$ cat src/sv/bsa_pkg.sv
package bsa_pkg;

    // block sizing
    localparam int NUM_PROC   = 5;
    localparam int NUM_RES    = 3;
    localparam int COUNT_BITS = 8;
    localparam int FIELD_BITS = 8;
    localparam int PROC_BITS  = (NUM_PROC > 1) ? $clog2(NUM_PROC) : 1;
    localparam int CNT_BITS   = $clog2(NUM_PROC + 1);
    localparam int WORK_BITS  = COUNT_BITS + $clog2(NUM_PROC + 1);

    // command codes
    localparam logic [1:0] CMD_LOAD_ROW  = 2'd0;
    localparam logic [1:0] CMD_LOAD_FREE = 2'd1;
    localparam logic [1:0] CMD_REQUEST   = 2'd2;

    // status codes
    localparam logic [2:0] ST_GRANTED    = 3'd0;
    localparam logic [2:0] ST_OVER_NEED  = 3'd1;
    localparam logic [2:0] ST_NO_FREE    = 3'd2;
    localparam logic [2:0] ST_UNSAFE     = 3'd3;
    localparam logic [2:0] ST_LOAD_DONE  = 3'd4;

    typedef logic [COUNT_BITS-1:0]                count_t;
    typedef logic [WORK_BITS-1:0]                 work_t;
    typedef logic [PROC_BITS-1:0]                 proc_t;
    typedef logic [CNT_BITS-1:0]                  cnt_t;
    typedef logic [NUM_RES-1:0][COUNT_BITS-1:0]   row_t;
    typedef logic [NUM_RES-1:0][WORK_BITS-1:0]    work_vec_t;

    // result of the merge stage
    typedef struct packed {
        logic                found;
        proc_t               idx;
        logic [NUM_PROC-1:0] onehot;
    } pick_t;

    // sequencer states
    typedef enum logic [2:0] {
        S_IDLE,
        S_DECIDE,
        S_SCAN,
        S_EMIT,
        S_REJECT
    } state_t;

    // field to count width
    function automatic count_t to_count(input logic [FIELD_BITS-1:0] v);
        return COUNT_BITS'(v);
    endfunction

endpackage

$ cat src/sv/bsa_in_if.sv
interface bsa_in_if;
    logic       valid;
    logic       ready;
    logic [1:0] cmd;
    logic [2:0] proc_id;
    logic [7:0] amount_a;
    logic [7:0] amount_b;
    logic [7:0] amount_c;
    logic [7:0] need_a;
    logic [7:0] need_b;
    logic [7:0] need_c;

    modport source (
        output valid, cmd, proc_id, amount_a, amount_b, amount_c, need_a, need_b, need_c,
        input  ready
    );
    modport sink (
        input  valid, cmd, proc_id, amount_a, amount_b, amount_c, need_a, need_b, need_c,
        output ready
    );
endinterface

$ cat src/sv/bsa_out_if.sv
interface bsa_out_if;
    logic       valid;
    logic       ready;
    logic [2:0] status;
    logic [2:0] seq_process;
    logic       last;

    modport source (
        output valid, status, seq_process, last,
        input  ready
    );
    modport sink (
        input  valid, status, seq_process, last,
        output ready
    );
endinterface

$ cat src/sv/bankers_safety_allocator.sv
// Banker's-algorithm allocator for NUM_PROC processes and three resource types. One item is
// taken at a time: a load or a refused request passes an accept step and a decide step and
// gives one result. A request that passes the need and free checks is granted tentatively and
// the safety check runs on the lane array, one process finished per cycle, until every process
// has finished or none fits; a safe grant then delivers NUM_PROC results, one per cycle while
// the output is not held by back-pressure, while an unsafe grant is rolled back and reports
// one result. The scan length is set by the chain of finishing processes, each of which
// widens the work vector for the next. A new item can be taken while the last result of the
// previous one still waits in the output register.
// Reset clears the free vector and all allocation and need rows.
module bankers_safety_allocator (
    input  logic        clk,
    input  logic        rst_n,
    bsa_in_if.sink      items,
    bsa_out_if.source   results
);

    // state
    bsa_pkg::state_t    state_reg, state_next;
    logic [1:0]         cmd_reg;
    logic [2:0]         pid_reg;
    bsa_pkg::row_t      amt_reg;
    bsa_pkg::row_t      nd_reg;

    bsa_pkg::row_t      free_reg;
    bsa_pkg::row_t      alloc_reg [bsa_pkg::NUM_PROC];
    bsa_pkg::row_t      need_reg  [bsa_pkg::NUM_PROC];
    bsa_pkg::row_t      save_free_reg, save_alloc_reg, save_need_reg;

    bsa_pkg::work_vec_t          work_reg;
    logic [bsa_pkg::NUM_PROC-1:0] done_reg;
    bsa_pkg::cnt_t               count_reg;
    bsa_pkg::proc_t              cursor_reg;
    bsa_pkg::proc_t              order_reg [bsa_pkg::NUM_PROC];
    bsa_pkg::proc_t              emit_idx_reg;

    logic               out_valid_reg;
    logic [2:0]         status_reg;
    logic [2:0]         seq_reg;
    logic               last_reg;

    // control
    logic               out_free;
    logic               pid_ok;
    bsa_pkg::proc_t     row_idx;
    logic               over_need, over_free;
    bsa_pkg::row_t      alloc_sat;
    logic               emit;
    logic [2:0]         emit_status;
    logic [2:0]         emit_seq;
    logic               emit_last;
    logic               wr_row, wr_free, grant_apply, rollback, scan_step, emit_step;

    // lanes and merge
    logic [bsa_pkg::NUM_PROC-1:0] fits;
    bsa_pkg::row_t               contrib [bsa_pkg::NUM_PROC];
    bsa_pkg::pick_t              pick;
    bsa_pkg::work_vec_t          work_sum;

    assign out_free = !out_valid_reg || results.ready;
    assign items.ready = (state_reg == bsa_pkg::S_IDLE);

    // row selection for the request checks
    assign pid_ok  = (32'(pid_reg) < bsa_pkg::NUM_PROC);
    assign row_idx = pid_ok ? bsa_pkg::PROC_BITS'(pid_reg) : '0;

    always_comb
    begin
        over_need = !pid_ok;
        over_free = 1'b0;
        for (int r = 0; r < bsa_pkg::NUM_RES; r++)
        begin
            logic [bsa_pkg::COUNT_BITS:0] sum;
            sum = {1'b0, alloc_reg[row_idx][r]} + {1'b0, amt_reg[r]};
            alloc_sat[r] = sum[bsa_pkg::COUNT_BITS] ? '1 : sum[bsa_pkg::COUNT_BITS-1:0];
            if (amt_reg[r] > need_reg[row_idx][r])
                over_need = 1'b1;
            if (amt_reg[r] > free_reg[r])
                over_free = 1'b1;
        end
    end

    // one lane per process
    for (genvar i = 0; i < bsa_pkg::NUM_PROC; i++)
    begin : g_lane
        bsa_lane u_lane (
            .need    (need_reg[i]),
            .alloc   (alloc_reg[i]),
            .work    (work_reg),
            .done    (done_reg[i]),
            .pick    (pick.onehot[i]),
            .fits    (fits[i]),
            .contrib (contrib[i])
        );
    end

    bsa_merge u_merge (
        .fits     (fits),
        .cursor   (cursor_reg),
        .contrib  (contrib),
        .work     (work_reg),
        .pick     (pick),
        .work_sum (work_sum)
    );

    // sequencer
    always_comb
    begin
        state_next  = state_reg;
        emit        = 1'b0;
        emit_status = bsa_pkg::ST_LOAD_DONE;
        emit_seq    = '0;
        emit_last   = 1'b1;
        wr_row      = 1'b0;
        wr_free     = 1'b0;
        grant_apply = 1'b0;
        rollback    = 1'b0;
        scan_step   = 1'b0;
        emit_step   = 1'b0;
        unique case (state_reg)
            bsa_pkg::S_IDLE:
            begin
                if (items.valid)
                    state_next = bsa_pkg::S_DECIDE;
            end
            bsa_pkg::S_DECIDE:
            begin
                if (out_free)
                begin
                    state_next = bsa_pkg::S_IDLE;
                    if (cmd_reg == bsa_pkg::CMD_LOAD_ROW)
                    begin
                        wr_row = pid_ok;
                        emit   = 1'b1;
                    end
                    else if (cmd_reg == bsa_pkg::CMD_LOAD_FREE)
                    begin
                        wr_free = 1'b1;
                        emit    = 1'b1;
                    end
                    else if (cmd_reg != bsa_pkg::CMD_REQUEST)
                    begin
                        emit = 1'b1;
                    end
                    else if (over_need)
                    begin
                        emit        = 1'b1;
                        emit_status = bsa_pkg::ST_OVER_NEED;
                    end
                    else if (over_free)
                    begin
                        emit        = 1'b1;
                        emit_status = bsa_pkg::ST_NO_FREE;
                    end
                    else
                    begin
                        grant_apply = 1'b1;
                        state_next  = bsa_pkg::S_SCAN;
                    end
                end
            end
            bsa_pkg::S_SCAN:
            begin
                if (pick.found)
                begin
                    scan_step = 1'b1;
                    if (count_reg == bsa_pkg::CNT_BITS'(bsa_pkg::NUM_PROC - 1))
                        state_next = bsa_pkg::S_EMIT;
                end
                else
                begin
                    rollback   = 1'b1;
                    state_next = bsa_pkg::S_REJECT;
                end
            end
            bsa_pkg::S_EMIT:
            begin
                if (out_free)
                begin
                    emit        = 1'b1;
                    emit_step   = 1'b1;
                    emit_status = bsa_pkg::ST_GRANTED;
                    emit_seq    = 3'(order_reg[emit_idx_reg]);
                    emit_last   = (emit_idx_reg == bsa_pkg::PROC_BITS'(bsa_pkg::NUM_PROC - 1));
                    if (emit_last)
                        state_next = bsa_pkg::S_IDLE;
                end
            end
            bsa_pkg::S_REJECT:
            begin
                if (out_free)
                begin
                    emit        = 1'b1;
                    emit_status = bsa_pkg::ST_UNSAFE;
                    state_next  = bsa_pkg::S_IDLE;
                end
            end
            default:
            begin
                state_next = bsa_pkg::S_IDLE;
            end
        endcase
    end

    always_ff @(posedge clk or negedge rst_n)
    begin
        if (!rst_n)
            state_reg <= bsa_pkg::S_IDLE;
        else
            state_reg <= state_next;
    end

    // input capture on transfer
    always_ff @(posedge clk)
    begin
        if (items.valid && items.ready)
        begin
            cmd_reg    <= items.cmd;
            pid_reg    <= items.proc_id;
            amt_reg[0] <= bsa_pkg::to_count(items.amount_a);
            amt_reg[1] <= bsa_pkg::to_count(items.amount_b);
            amt_reg[2] <= bsa_pkg::to_count(items.amount_c);
            nd_reg[0]  <= bsa_pkg::to_count(items.need_a);
            nd_reg[1]  <= bsa_pkg::to_count(items.need_b);
            nd_reg[2]  <= bsa_pkg::to_count(items.need_c);
        end
    end

    // free vector and process tables
    always_ff @(posedge clk or negedge rst_n)
    begin
        if (!rst_n)
        begin
            free_reg <= '0;
            for (int i = 0; i < bsa_pkg::NUM_PROC; i++)
            begin
                alloc_reg[i] <= '0;
                need_reg[i]  <= '0;
            end
        end
        else
        begin
            if (wr_row)
            begin
                alloc_reg[row_idx] <= amt_reg;
                need_reg[row_idx]  <= nd_reg;
            end
            if (wr_free)
                free_reg <= amt_reg;
            if (grant_apply)
            begin
                for (int r = 0; r < bsa_pkg::NUM_RES; r++)
                begin
                    free_reg[r]          <= free_reg[r] - amt_reg[r];
                    need_reg[row_idx][r] <= need_reg[row_idx][r] - amt_reg[r];
                end
                alloc_reg[row_idx] <= alloc_sat;
            end
            if (rollback)
            begin
                free_reg           <= save_free_reg;
                alloc_reg[row_idx] <= save_alloc_reg;
                need_reg[row_idx]  <= save_need_reg;
            end
        end
    end

    // rollback copy and scan work vector
    always_ff @(posedge clk)
    begin
        if (grant_apply)
        begin
            save_free_reg  <= free_reg;
            save_alloc_reg <= alloc_reg[row_idx];
            save_need_reg  <= need_reg[row_idx];
            for (int r = 0; r < bsa_pkg::NUM_RES; r++)
                work_reg[r] <= bsa_pkg::WORK_BITS'(free_reg[r] - amt_reg[r]);
        end
        else if (scan_step)
        begin
            work_reg <= work_sum;
        end
        if (scan_step)
            order_reg[count_reg[bsa_pkg::PROC_BITS-1:0]] <= pick.idx;
    end

    // scan progress
    always_ff @(posedge clk or negedge rst_n)
    begin
        if (!rst_n)
        begin
            done_reg     <= '0;
            count_reg    <= '0;
            cursor_reg   <= '0;
            emit_idx_reg <= '0;
        end
        else
        begin
            if (grant_apply)
            begin
                done_reg     <= '0;
                count_reg    <= '0;
                cursor_reg   <= row_idx;
                emit_idx_reg <= '0;
            end
            else if (scan_step)
            begin
                done_reg   <= done_reg | pick.onehot;
                count_reg  <= count_reg + bsa_pkg::CNT_BITS'(1);
                cursor_reg <= (pick.idx == bsa_pkg::PROC_BITS'(bsa_pkg::NUM_PROC - 1))
                              ? '0 : pick.idx + bsa_pkg::PROC_BITS'(1);
            end
            else if (emit_step)
            begin
                emit_idx_reg <= emit_idx_reg + bsa_pkg::PROC_BITS'(1);
            end
        end
    end

    // output register
    always_ff @(posedge clk or negedge rst_n)
    begin
        if (!rst_n)
            out_valid_reg <= 1'b0;
        else if (emit)
            out_valid_reg <= 1'b1;
        else if (results.ready)
            out_valid_reg <= 1'b0;
    end

    always_ff @(posedge clk)
    begin
        if (emit)
        begin
            status_reg <= emit_status;
            seq_reg    <= emit_seq;
            last_reg   <= emit_last;
        end
    end

    assign results.valid       = out_valid_reg;
    assign results.status      = status_reg;
    assign results.seq_process = seq_reg;
    assign results.last        = last_reg;

    // checks
    a_refusal_is_last: assert property (@(posedge clk) disable iff (!rst_n)
        (results.valid && results.status != bsa_pkg::ST_GRANTED) |-> results.last)
        else $error("non-grant result without last");

    a_scan_count: assert property (@(posedge clk) disable iff (!rst_n)
        (state_reg == bsa_pkg::S_SCAN) |-> (count_reg < bsa_pkg::CNT_BITS'(bsa_pkg::NUM_PROC)))
        else $error("scan ran past all processes");

    a_pick_onehot: assert property (@(posedge clk) disable iff (!rst_n)
        (state_reg == bsa_pkg::S_SCAN && pick.found) |-> $onehot(pick.onehot))
        else $error("merge picked more than one lane");

    a_emit_all_done: assert property (@(posedge clk) disable iff (!rst_n)
        (state_reg == bsa_pkg::S_EMIT) |-> (&done_reg))
        else $error("safe sequence emitted before all processes finished");

endmodule

$ cat src/sv/bsa_lane.sv
module bsa_lane (
    input  bsa_pkg::row_t      need,
    input  bsa_pkg::row_t      alloc,
    input  bsa_pkg::work_vec_t work,
    input  logic               done,
    input  logic               pick,
    output logic               fits,
    output bsa_pkg::row_t      contrib
);

    // process can finish when every remaining need fits in the work vector
    always_comb
    begin
        fits = !done;
        for (int r = 0; r < bsa_pkg::NUM_RES; r++)
        begin
            if (bsa_pkg::WORK_BITS'(need[r]) > work[r])
                fits = 1'b0;
        end
    end

    // released allocation, only from the chosen lane
    assign contrib = pick ? alloc : '0;

endmodule

$ cat src/sv/bsa_merge.sv
module bsa_merge (
    input  logic [bsa_pkg::NUM_PROC-1:0] fits,
    input  bsa_pkg::proc_t               cursor,
    input  bsa_pkg::row_t                contrib [bsa_pkg::NUM_PROC],
    input  bsa_pkg::work_vec_t           work,
    output bsa_pkg::pick_t               pick,
    output bsa_pkg::work_vec_t           work_sum
);

    logic [bsa_pkg::NUM_PROC-1:0] upper;
    logic [bsa_pkg::NUM_PROC-1:0] cand;
    logic [bsa_pkg::NUM_PROC-1:0] onehot;
    bsa_pkg::row_t                released;

    // first fitting lane at or after the cursor, wrapping around
    always_comb
    begin
        for (int i = 0; i < bsa_pkg::NUM_PROC; i++)
            upper[i] = fits[i] && (bsa_pkg::PROC_BITS'(i) >= cursor);
        cand   = (|upper) ? upper : fits;
        onehot = cand & (~cand + bsa_pkg::NUM_PROC'(1));
    end

    // encode the chosen lane
    always_comb
    begin
        pick.found  = |fits;
        pick.onehot = onehot;
        pick.idx    = '0;
        for (int i = 0; i < bsa_pkg::NUM_PROC; i++)
        begin
            if (onehot[i])
                pick.idx = pick.idx | bsa_pkg::PROC_BITS'(i);
        end
    end

    // add the released allocation to the work vector
    always_comb
    begin
        released = '0;
        for (int i = 0; i < bsa_pkg::NUM_PROC; i++)
            released = released | contrib[i];
        for (int r = 0; r < bsa_pkg::NUM_RES; r++)
            work_sum[r] = work[r] + bsa_pkg::WORK_BITS'(released[r]);
    end

endmodule

$ cat src/flat_wrapper.sv
// flat-port wrapper written by rule: the top's interface ports become plain ports
module bankers_safety_allocator_flat 
  (clk, rst_n, items_valid, items_cmd, items_proc_id, items_amount_a, items_amount_b, items_amount_c, items_need_a, items_need_b, items_need_c, items_ready, results_valid, results_status, results_seq_process, results_last, results_ready);
  bsa_in_if items_i ();
  bsa_out_if results_i ();
  input  logic clk;
  input  logic rst_n;
  input wire logic [$bits(items_i.valid)-1:0] items_valid;
  input wire logic [$bits(items_i.cmd)-1:0] items_cmd;
  input wire logic [$bits(items_i.proc_id)-1:0] items_proc_id;
  input wire logic [$bits(items_i.amount_a)-1:0] items_amount_a;
  input wire logic [$bits(items_i.amount_b)-1:0] items_amount_b;
  input wire logic [$bits(items_i.amount_c)-1:0] items_amount_c;
  input wire logic [$bits(items_i.need_a)-1:0] items_need_a;
  input wire logic [$bits(items_i.need_b)-1:0] items_need_b;
  input wire logic [$bits(items_i.need_c)-1:0] items_need_c;
  output wire logic [$bits(items_i.ready)-1:0] items_ready;
  output wire logic [$bits(results_i.valid)-1:0] results_valid;
  output wire logic [$bits(results_i.status)-1:0] results_status;
  output wire logic [$bits(results_i.seq_process)-1:0] results_seq_process;
  output wire logic [$bits(results_i.last)-1:0] results_last;
  input wire logic [$bits(results_i.ready)-1:0] results_ready;
  assign items_i.valid = items_valid;
  assign items_i.cmd = items_cmd;
  assign items_i.proc_id = items_proc_id;
  assign items_i.amount_a = items_amount_a;
  assign items_i.amount_b = items_amount_b;
  assign items_i.amount_c = items_amount_c;
  assign items_i.need_a = items_need_a;
  assign items_i.need_b = items_need_b;
  assign items_i.need_c = items_need_c;
  assign items_ready = items_i.ready;
  assign results_valid = results_i.valid;
  assign results_status = results_i.status;
  assign results_seq_process = results_i.seq_process;
  assign results_last = results_i.last;
  assign results_i.ready = results_ready;
  bankers_safety_allocator u_core (.clk(clk), .rst_n(rst_n), .items(items_i), .results(results_i));
endmodule
$ cat config.mk
export PLATFORM = sky130hd
export DESIGN_NAME = bankers_safety_allocator_flat
export DESIGN_NICKNAME = d
export VERILOG_FILES = /design/src/sv/bsa_pkg.sv /design/src/sv/bsa_in_if.sv /design/src/sv/bsa_out_if.sv /design/src/sv/bankers_safety_allocator.sv /design/src/sv/bsa_lane.sv /design/src/sv/bsa_merge.sv /design/src/flat_wrapper.sv
export SDC_FILE = /design/constraint.sdc
export NUM_CORES = 2
export LEC_CHECK = 0
export ABC_CLOCK_PERIOD_IN_PS = 8300
export BUFFER_PORTS_ARGS = -buffer_cell sky130_fd_sc_hd__buf_2
export CAP_MARGIN = 20
export CELL_PAD_IN_SITES_DETAIL_PLACEMENT = 0
export CELL_PAD_IN_SITES_GLOBAL_PLACEMENT = 1
export CORE_MARGIN = 2
export CORE_UTILIZATION = 45
export DETAILED_ROUTE_END_ITERATION = 8
export GPL_TIMING_DRIVEN = 0
export MAX_ROUTING_LAYER = met4
export PLACE_DENSITY = 0.86
export REMOVE_ABC_BUFFERS = 1
export SETUP_SLACK_MARGIN = 0.02
export SYNTH_ARGS = -nofsm -noshare
export SYNTH_HDL_FRONTEND = slang
export SYNTH_SLANG_ARGS = --single-unit
$ cat constraint.sdc
create_clock -name clk -period 8.3 [get_ports clk]
set_input_delay 1.245 -clock clk [delete_from_list [all_inputs] [get_ports clk]]
set_output_delay 1.245 -clock clk [all_outputs]
set_load 0.05 [all_outputs]
Word level (Yosys, flattened, before mapping) --
Memory sizes are Yosys's and may differ from the RTL's. A register that Yosys moved wholly into a read port is not among the register bits. Index checks and enable logic that the tools add are counted. Widths: inputs -> output; s select.
Operators by class: magnitude comparators 29, equal/unequal tests 16, muxes and demuxes 131, reductions and logical operators 28, add/sub/neg operators 19, bitwise gates (word level) 8
Operator list (count):
- $bwmux 120 | 8
- $mux 120 | 6
- $mux 24 | 14
- $demux 24 s3 | 4
- $gt 8x11->1 | 15
- $bmux 24 s3 | 2
- $or 24x24->24 | 4
- $mux 3 | 29
- $mux 33 | 2
- $mux 1 | 52
- $gt 8x8->1 | 6
- $sub 8x8->8 | 6
- $add 11x8->11 | 3
- $mux 8 | 4
- $add 8x8->9 | 3
- $sub 8x8->9 | 3
- $mux 16 | 1
- $mux 5 | 3
- $pmux 3 s5 | 1
- $eq 3x3->1 const B | 4
- $ne 2x1->1 const B | 5
- $reduce_or 5->1 | 2
- $add 3x1->3 const B | 3
- $pmux 3 s3 | 1
- 28 further kinds | 50
Word-level totals: output and inout port bits 9, bits in registers 444, RAM bits 15, word-level logic and storage cells 293, memories kept 1, bits of input ports 57
Memory list:
- u_core.order_reg | words 5, bits a word 3, read ports 1, clocked after memory_dff 1, write ports 1, RTL line bankers_safety_allocator.sv:34 | bsa_pkg::proc_t order_reg [bsa_pkg::NUM_PROC];

Logic depth before layout (Yosys ltp) --
depth in word-level cells 19, mapped depth 26, mapped depth without buffers 24

Cells and area by module --
A second synthesis with hierarchy kept.
Unflattened totals: cell total of the unflattened synthesis 3155, area total of the unflattened synthesis 30270.3 µm²
By module, submodules not included:
- bankers_safety_allocator | times used 1, area an instance 24658.6 µm², cells each 2337, seq. area each 12462.0 µm²
- bsa_lane | times used 5, area an instance 794.5 µm², cells each 113, seq. area each 0.0 µm²
- bsa_merge | times used 1, area an instance 1639.1 µm², cells each 253, seq. area each 0.0 µm²

Worst setup path before layout --
OpenSTA, ideal clock, no wires.
kind reg-to-reg, start reg u_core.pid_reg[0], end reg u_core.work_reg[28] in the netlist's numbering (data pin), path buffers 6, slack 2.874 ns, data arrival time 5.118 ns, period minus slack after synthesis 5.426 ns, data required time 7.992 ns, setup time 0.308 ns, stages on the path, launching flop included 18, cell sequence edfxtp_1 > clkbuf_1 > buf_1 > clkbuf_1 > mux2i_1 > o221ai_1 > ha_1 > o22a_1 > o21ai_0 > or4_1 > a21oi_1 > o311ai_1 > or3_1 > buf_2 > inv_2 > buf_2 > buf_2 > o21ai_0
On the way: word-level cells in the longest chain between the ends 17, elaborated cells between the ends (all ways) 20, those cells by class order compare (4); mux (14); bitwise (1); reduce/logical (1)
RTL lines:
- start, declared | RTL line bankers_safety_allocator.sv:21 | logic [2:0] pid_reg;
- start signal, assigned | RTL line bankers_safety_allocator.sv:219 | pid_reg <= items.proc_id;
- $lt 3x3->1 | RTL line bankers_safety_allocator.sv:64 | assign pid_ok = (32'(pid_reg) < bsa_pkg::NUM_PROC);
- $mux 3 | RTL line bankers_safety_allocator.sv:65 | assign row_idx = pid_ok ? bsa_pkg::PROC_BITS'(pid_reg) : '0;
- $not 3->4 (implied by the code) | RTL line bankers_safety_allocator.sv:76 | if (amt_reg[r] > need_reg[row_idx][r])
- $bmux 24 s3 | RTL line bankers_safety_allocator.sv:76
- $mux 24 (implied by the code) (2 in series) | RTL line bankers_safety_allocator.sv:76
- $gt 8x8->1 | RTL line bankers_safety_allocator.sv:76
- $mux 1 (2 in series) | RTL line bankers_safety_allocator.sv:76
- $mux 1 * | RTL line bankers_safety_allocator.sv:76
- $mux 1 * | RTL line bankers_safety_allocator.sv:145 | else if (over_need)
- $mux 1 * | RTL line bankers_safety_allocator.sv:141 | else if (cmd_reg != bsa_pkg::CMD_REQUEST)
- $mux 1 * | RTL line bankers_safety_allocator.sv:136 | else if (cmd_reg == bsa_pkg::CMD_LOAD_FREE)
- $mux 1 * | RTL line bankers_safety_allocator.sv:131 | if (cmd_reg == bsa_pkg::CMD_LOAD_ROW)
- $mux 1 * | RTL line bankers_safety_allocator.sv:128 | if (out_free)
- $mux 1 * | RTL line bankers_safety_allocator.sv:120 | unique case (state_reg)
- via u_core.grant_apply | RTL line bankers_safety_allocator.sv:52 | logic wr_row, wr_free, grant_apply, rollback, scan_step, emit_step;
- $mux 33 * | RTL line bankers_safety_allocator.sv:271 | if (grant_apply)
- end signal, assigned by index | RTL line bankers_safety_allocator.sv:277 | work_reg[r] <= bsa_pkg::WORK_BITS'(free_reg[r] - amt_reg[r]);
- end signal, assigned | RTL line bankers_safety_allocator.sv:281 | work_reg <= work_sum;
- end, declared | RTL line bankers_safety_allocator.sv:30 | bsa_pkg::work_vec_t work_reg;
The timed path passes the listed nets; every way through them passes the cells marked *. The select of a mux whose other input is x is not followed. A chain may end at the register's enable or synchronous reset.

Worst setup path after layout --
start reg u_core.pid_reg[1], end reg u_core.work_reg[1] in the netlist's numbering (enable)
On the way: word-level cells in the longest chain between the ends 17, elaborated cells between the ends (all ways) 20, those cells by class order compare (4); mux (13); bitwise (1); reduce/logical (2)
RTL lines (RTL line):
- $lt 3x3->1 | bankers_safety_allocator.sv:64
- $mux 3 | bankers_safety_allocator.sv:65
- $not 3->4 (implied by the code) | bankers_safety_allocator.sv:76
- $bmux 24 s3 | bankers_safety_allocator.sv:76
- $mux 24 (implied by the code) (2 in series) | bankers_safety_allocator.sv:76
- $gt 8x8->1 | bankers_safety_allocator.sv:76
- $mux 1 (2 in series) | bankers_safety_allocator.sv:76
- $mux 1 * | bankers_safety_allocator.sv:76
- $mux 1 * | bankers_safety_allocator.sv:145
- $mux 1 * | bankers_safety_allocator.sv:141
- $mux 1 * | bankers_safety_allocator.sv:136
- $mux 1 * | bankers_safety_allocator.sv:131
- $mux 1 * | bankers_safety_allocator.sv:128
- $mux 1 * | bankers_safety_allocator.sv:120
- $reduce_bool 2->1 (no line) *
Every way passes the cells marked *; elsewhere a longest branch is shown, timed or not. The select of a mux whose other input is x is not followed.

==> results.sh <==
export IMPL_hold_viol=0
export IMPL_htreeDepth=2
export IMPL_synth_edf_count=180
export IMPL_dr_pass1_iters=6
export IMPL_synthFlopType="dfrtp_1"
export IMPL_track_usage=0.303
export IMPL_ys_warn_count=0
export IMPL_critPathMaxFanout=51
export IMPL_crit_start="u_core.pid_reg[1]$_DFFE_PP_"
export IMPL_maxCapViolCount=0
export IMPL_status="completed"
export IMPL_rsz0062_at_grt="no"
export IMPL_post_cts_buffers=0
export IMPL_start_util=0.453
export IMPL_required_ns=8.56
export IMPL_antenna_found_initial=1
export IMPL_fin_cells=4123
export IMPL_drt_initial_drc_count=3316
export IMPL_dp_hpwl_microns=69000
export IMPL_num_rows=95
export IMPL_clockBufferDepth=3
export IMPL_slowest_delay_ns=0.96
export IMPL_worstHoldStart="u_core.free_reg[16]$_DFFE_PN0P_"
export IMPL_core_region_area_sq_um=67000
export IMPL_cpLargestDelayFamily="simple AND/OR/NAND/NOR gates"
export IMPL_fillers=6097
export IMPL_cts_root_buf="clkbuf_16"
export IMPL_fin_skew_ns=0.0337
export IMPL_netlist_area_sq_um=30400
export IMPL_synth_distinct_cells=78
export IMPL_drive_gt1_frac=0.125
export IMPL_antenna_left=0
export IMPL_numCtsBuffers=53
export IMPL_grt_max_degree=106
export IMPL_grt_ovfl_total=0
export IMPL_syn_instance_count=3213
export IMPL_clock_sinks=462
export IMPL_grt_pass1_vias=25400
export IMPL_total_power_uw=10800
export IMPL_io_pins=66
export IMPL_finalMaxSlewViolations=0
export IMPL_preCtsSetupSlack_ns=-0.0352
export IMPL_cts_tree="done"
export IMPL_gp_congestion=0.927
export IMPL_crit_slowest_cell="edfxtp_1"
export IMPL_path_class="register to register"
export IMPL_fmaxAchievable_mhz=125
export IMPL_worst_slew_pin_transition_ns=1.20
export IMPL_worstSetupStartpointType="register"
export IMPL_path_clk_slew_ns=0.06
export IMPL_vdd_ir_drop_max_mv=0.176
export IMPL_grt_first_pass_wirelength_microns=157000
export IMPL_worstPathCellList="buf_16 -> buf_16 -> nor2_4 -> nor2b_1 -> or2_4 -> a211oi_1 -> ha_1 -> fa_1 -> nor2b_1 -> o21ai_0 -> nand2b_1 -> a211oi_1 -> o21ai_1 -> o311ai_4 -> buf_8 -> or3_2 -> inv_6 -> nor2_1 -> clkinv_2"
export IMPL_async_reset_ff_frac=0.610
export IMPL_die_area_sq_um=69600
export IMPL_hold_buffers=0
export IMPL_wl_per_cell_microns=25.1
export IMPL_synth_seq_cells=462
export IMPL_drc=0
export IMPL_final_util=0.510
export IMPL_fin_tns_setup_ns=0
export IMPL_total_leakage_power_uw=0.0139
export IMPL_multi_input_area_sq_um=16800
export IMPL_io_buffers=65
export IMPL_relSlewSlack=0.196
export IMPL_arrival_ns=8.29
export IMPL_crit_buf_inv=5
export IMPL_min_path_type="register to register"
export IMPL_post_route_min_period_ns=8.02
export IMPL_vias=26200
export IMPL_p_per_area_nw_per_um2=316
export IMPL_synth_yosys_seq_area_share=0.410
export IMPL_dp_cells=4019
export IMPL_final_seq_area_sq_um=12500
export IMPL_routed_wl_microns=104000
export IMPL_fin_crit_sh=0.966
export IMPL_final_nets=3494
export IMPL_setup_violations=0
export IMPL_die_x_microns=264
export IMPL_avgSynthCellArea_sq_um=9.46
export IMPL_setup_worst_path_end_class="register"
export IMPL_area_growth_pct=12.5
export IMPL_timing_rr_start="u_core.pid_reg[1]$_DFFE_PP_"
export IMPL_clock_latency_ns=0.64
export IMPL_finalWorstSetupSlack_ns=0.278
export IMPL_die_y_microns=264
export IMPL_via_per_inst=6.35
[layout make-up]
class / count / area share
Antenna cell: 2 / 0.000146
Clock buffer: 71 / 0.0429
Clock inverter: 29 / 0.00911
Inverter: 138 / 0.0153
Multi-Input combinational cell: 2415 / 0.490
Sequential cell: 462 / 0.364
Tap cell: 873 / 0.0319
Timing Repair Buffer: 133 / 0.0459
[metrics by stage]
stage | hold slack [ns] | cell area, sq um
floorplan | 0.447 | 29500
global placement | 0.460 | 30900
detailed placement | 0.461 | 32400
CTS | 0.475 | 34200
global route | 0.494 | 34200
finish | 0.475 | 34200
[worst paths after layout]
kind | cells after the start | endpoint | slack [ns]
max | 19 | u_core.work_reg[1]$_DFFE_PP_ | 0.28
min reg2reg | 0 | u_core.save_free_reg[16]$_DFFE_PP_ | 0.48
max reg2reg | 19 | u_core.work_reg[1]$_DFFE_PP_ | 0.28
min | 0 | u_core.save_free_reg[16]$_DFFE_PP_ | 0.48
min in group asynchronous | 1 | u_core.alloc_reg[90]$_DFF_PN0_ | 0.60
max in group asynchronous | 3 | u_core.need_reg[97]$_DFF_PN0_ | 6.18
[kinds of logic (layout without fill, tap and decap cells)]
family                   count (synthesis)  in the layout  synth area share
AO/OA/AOI/OAI                          995            995             0.213
AND/OR/NAND/NOR                        888            889             0.130
flip-flops                             462            462             0.410
buffers and inverters                  337            371            0.0451
adder cells (fa/ha/maj)                234            234            0.0993
multiplexers                           224            224            0.0813
XOR/XNOR                                73             73            0.0210
other                                    0              2                 0
[layer usage]
| layer | global-route usage | share of wire | vias to the layer above |
|---|---|---|---|
| li1 | - | - | 11800 |
| met1 | 0.397 | 0.41 | 12700 |
| met2 | 0.458 | 0.44 | 1430 |
| met3 | 0.0549 | 0.10 | 325 |
| met4 | 0.136 | 0.048 | 0 |
| met5 | - | 0 | - |
[worst reg2reg max path: cells and delay by family (launching register included)]
| kind | cells | cell delay, ns |
|---|---|---|
| buffers and inverters | 5 | 1.86 |
| DFF | 1 | 0.96 |
| and+or+nand+nor | 7 | 2.97 |
| AOI/OAI and AO/OA | 5 | 1.17 |
| adders and majority gates | 2 | 0.68 |
[cells in the final DEF (no fill, tap or decap), types with 74 or more instances in the layout]
cell	count
a211oi_1	74
a21o_1	81
a21oi_1	113
dfrtp_1	282
edfxtp_1	180
ha_1	222
inv_1	136
mux2_2	143
mux2i_1	77
nand2_1	458
nor2_1	180
o21ai_0	362
[cell usage after synthesis, drive strengths merged, types with 12 or more instances]
| library cell | instances | share of area |
|---|---|---|
| a21oi | 114 | 0.019 |
| a311oi | 15 | 0.0043 |
| xor2 | 38 | 0.011 |
| nor3 | 44 | 0.0078 |
| nand3 | 30 | 0.0049 |
| nand2 | 464 | 0.057 |
| nand2b | 21 | 0.0043 |
| buf | 79 | 0.013 |
| clkbuf | 120 | 0.015 |
| inv | 138 | 0.017 |
| nor2b | 48 | 0.0099 |
| dfrtp | 282 | 0.23 |
| a211oi | 74 | 0.018 |
| a22oi | 45 | 0.011 |
| and3 | 22 | 0.0045 |
| xnor2 | 35 | 0.010 |
| edfxtp | 180 | 0.18 |
| o21a | 29 | 0.0072 |
| mux2i | 77 | 0.025 |
| a221o | 25 | 0.0082 |
| mux2 | 143 | 0.053 |
| o21ai | 394 | 0.065 |
| ha | 222 | 0.091 |
| a2bb2oi | 38 | 0.011 |
| nor2 | 190 | 0.024 |
| fa | 12 | 0.0079 |
| a21boi | 30 | 0.0075 |
| o221ai | 48 | 0.014 |
| a221oi | 16 | 0.0046 |
| a21o | 81 | 0.020 |
| nand4 | 18 | 0.0037 |
| o22a | 29 | 0.0084 |
| or3 | 12 | 0.0025 |
[timing repair]
action                                  CTS  global route
gates resized for setup                   0             3
endpoints found under the setup margin   33            87
pin swaps                                 1             0
cloned                                    1             0
[power by group]
part | switching, uW | internal, uW | leakage (uW)
Clock | 1030 | 1430 | 0.000872
Combinational | 2580 | 1960 | 0.00833
Sequential | 681 | 3130 | 0.00470
Total | 4290 | 6510 | 0.0139
No activity file was read; power rests on OpenSTA's default activity.
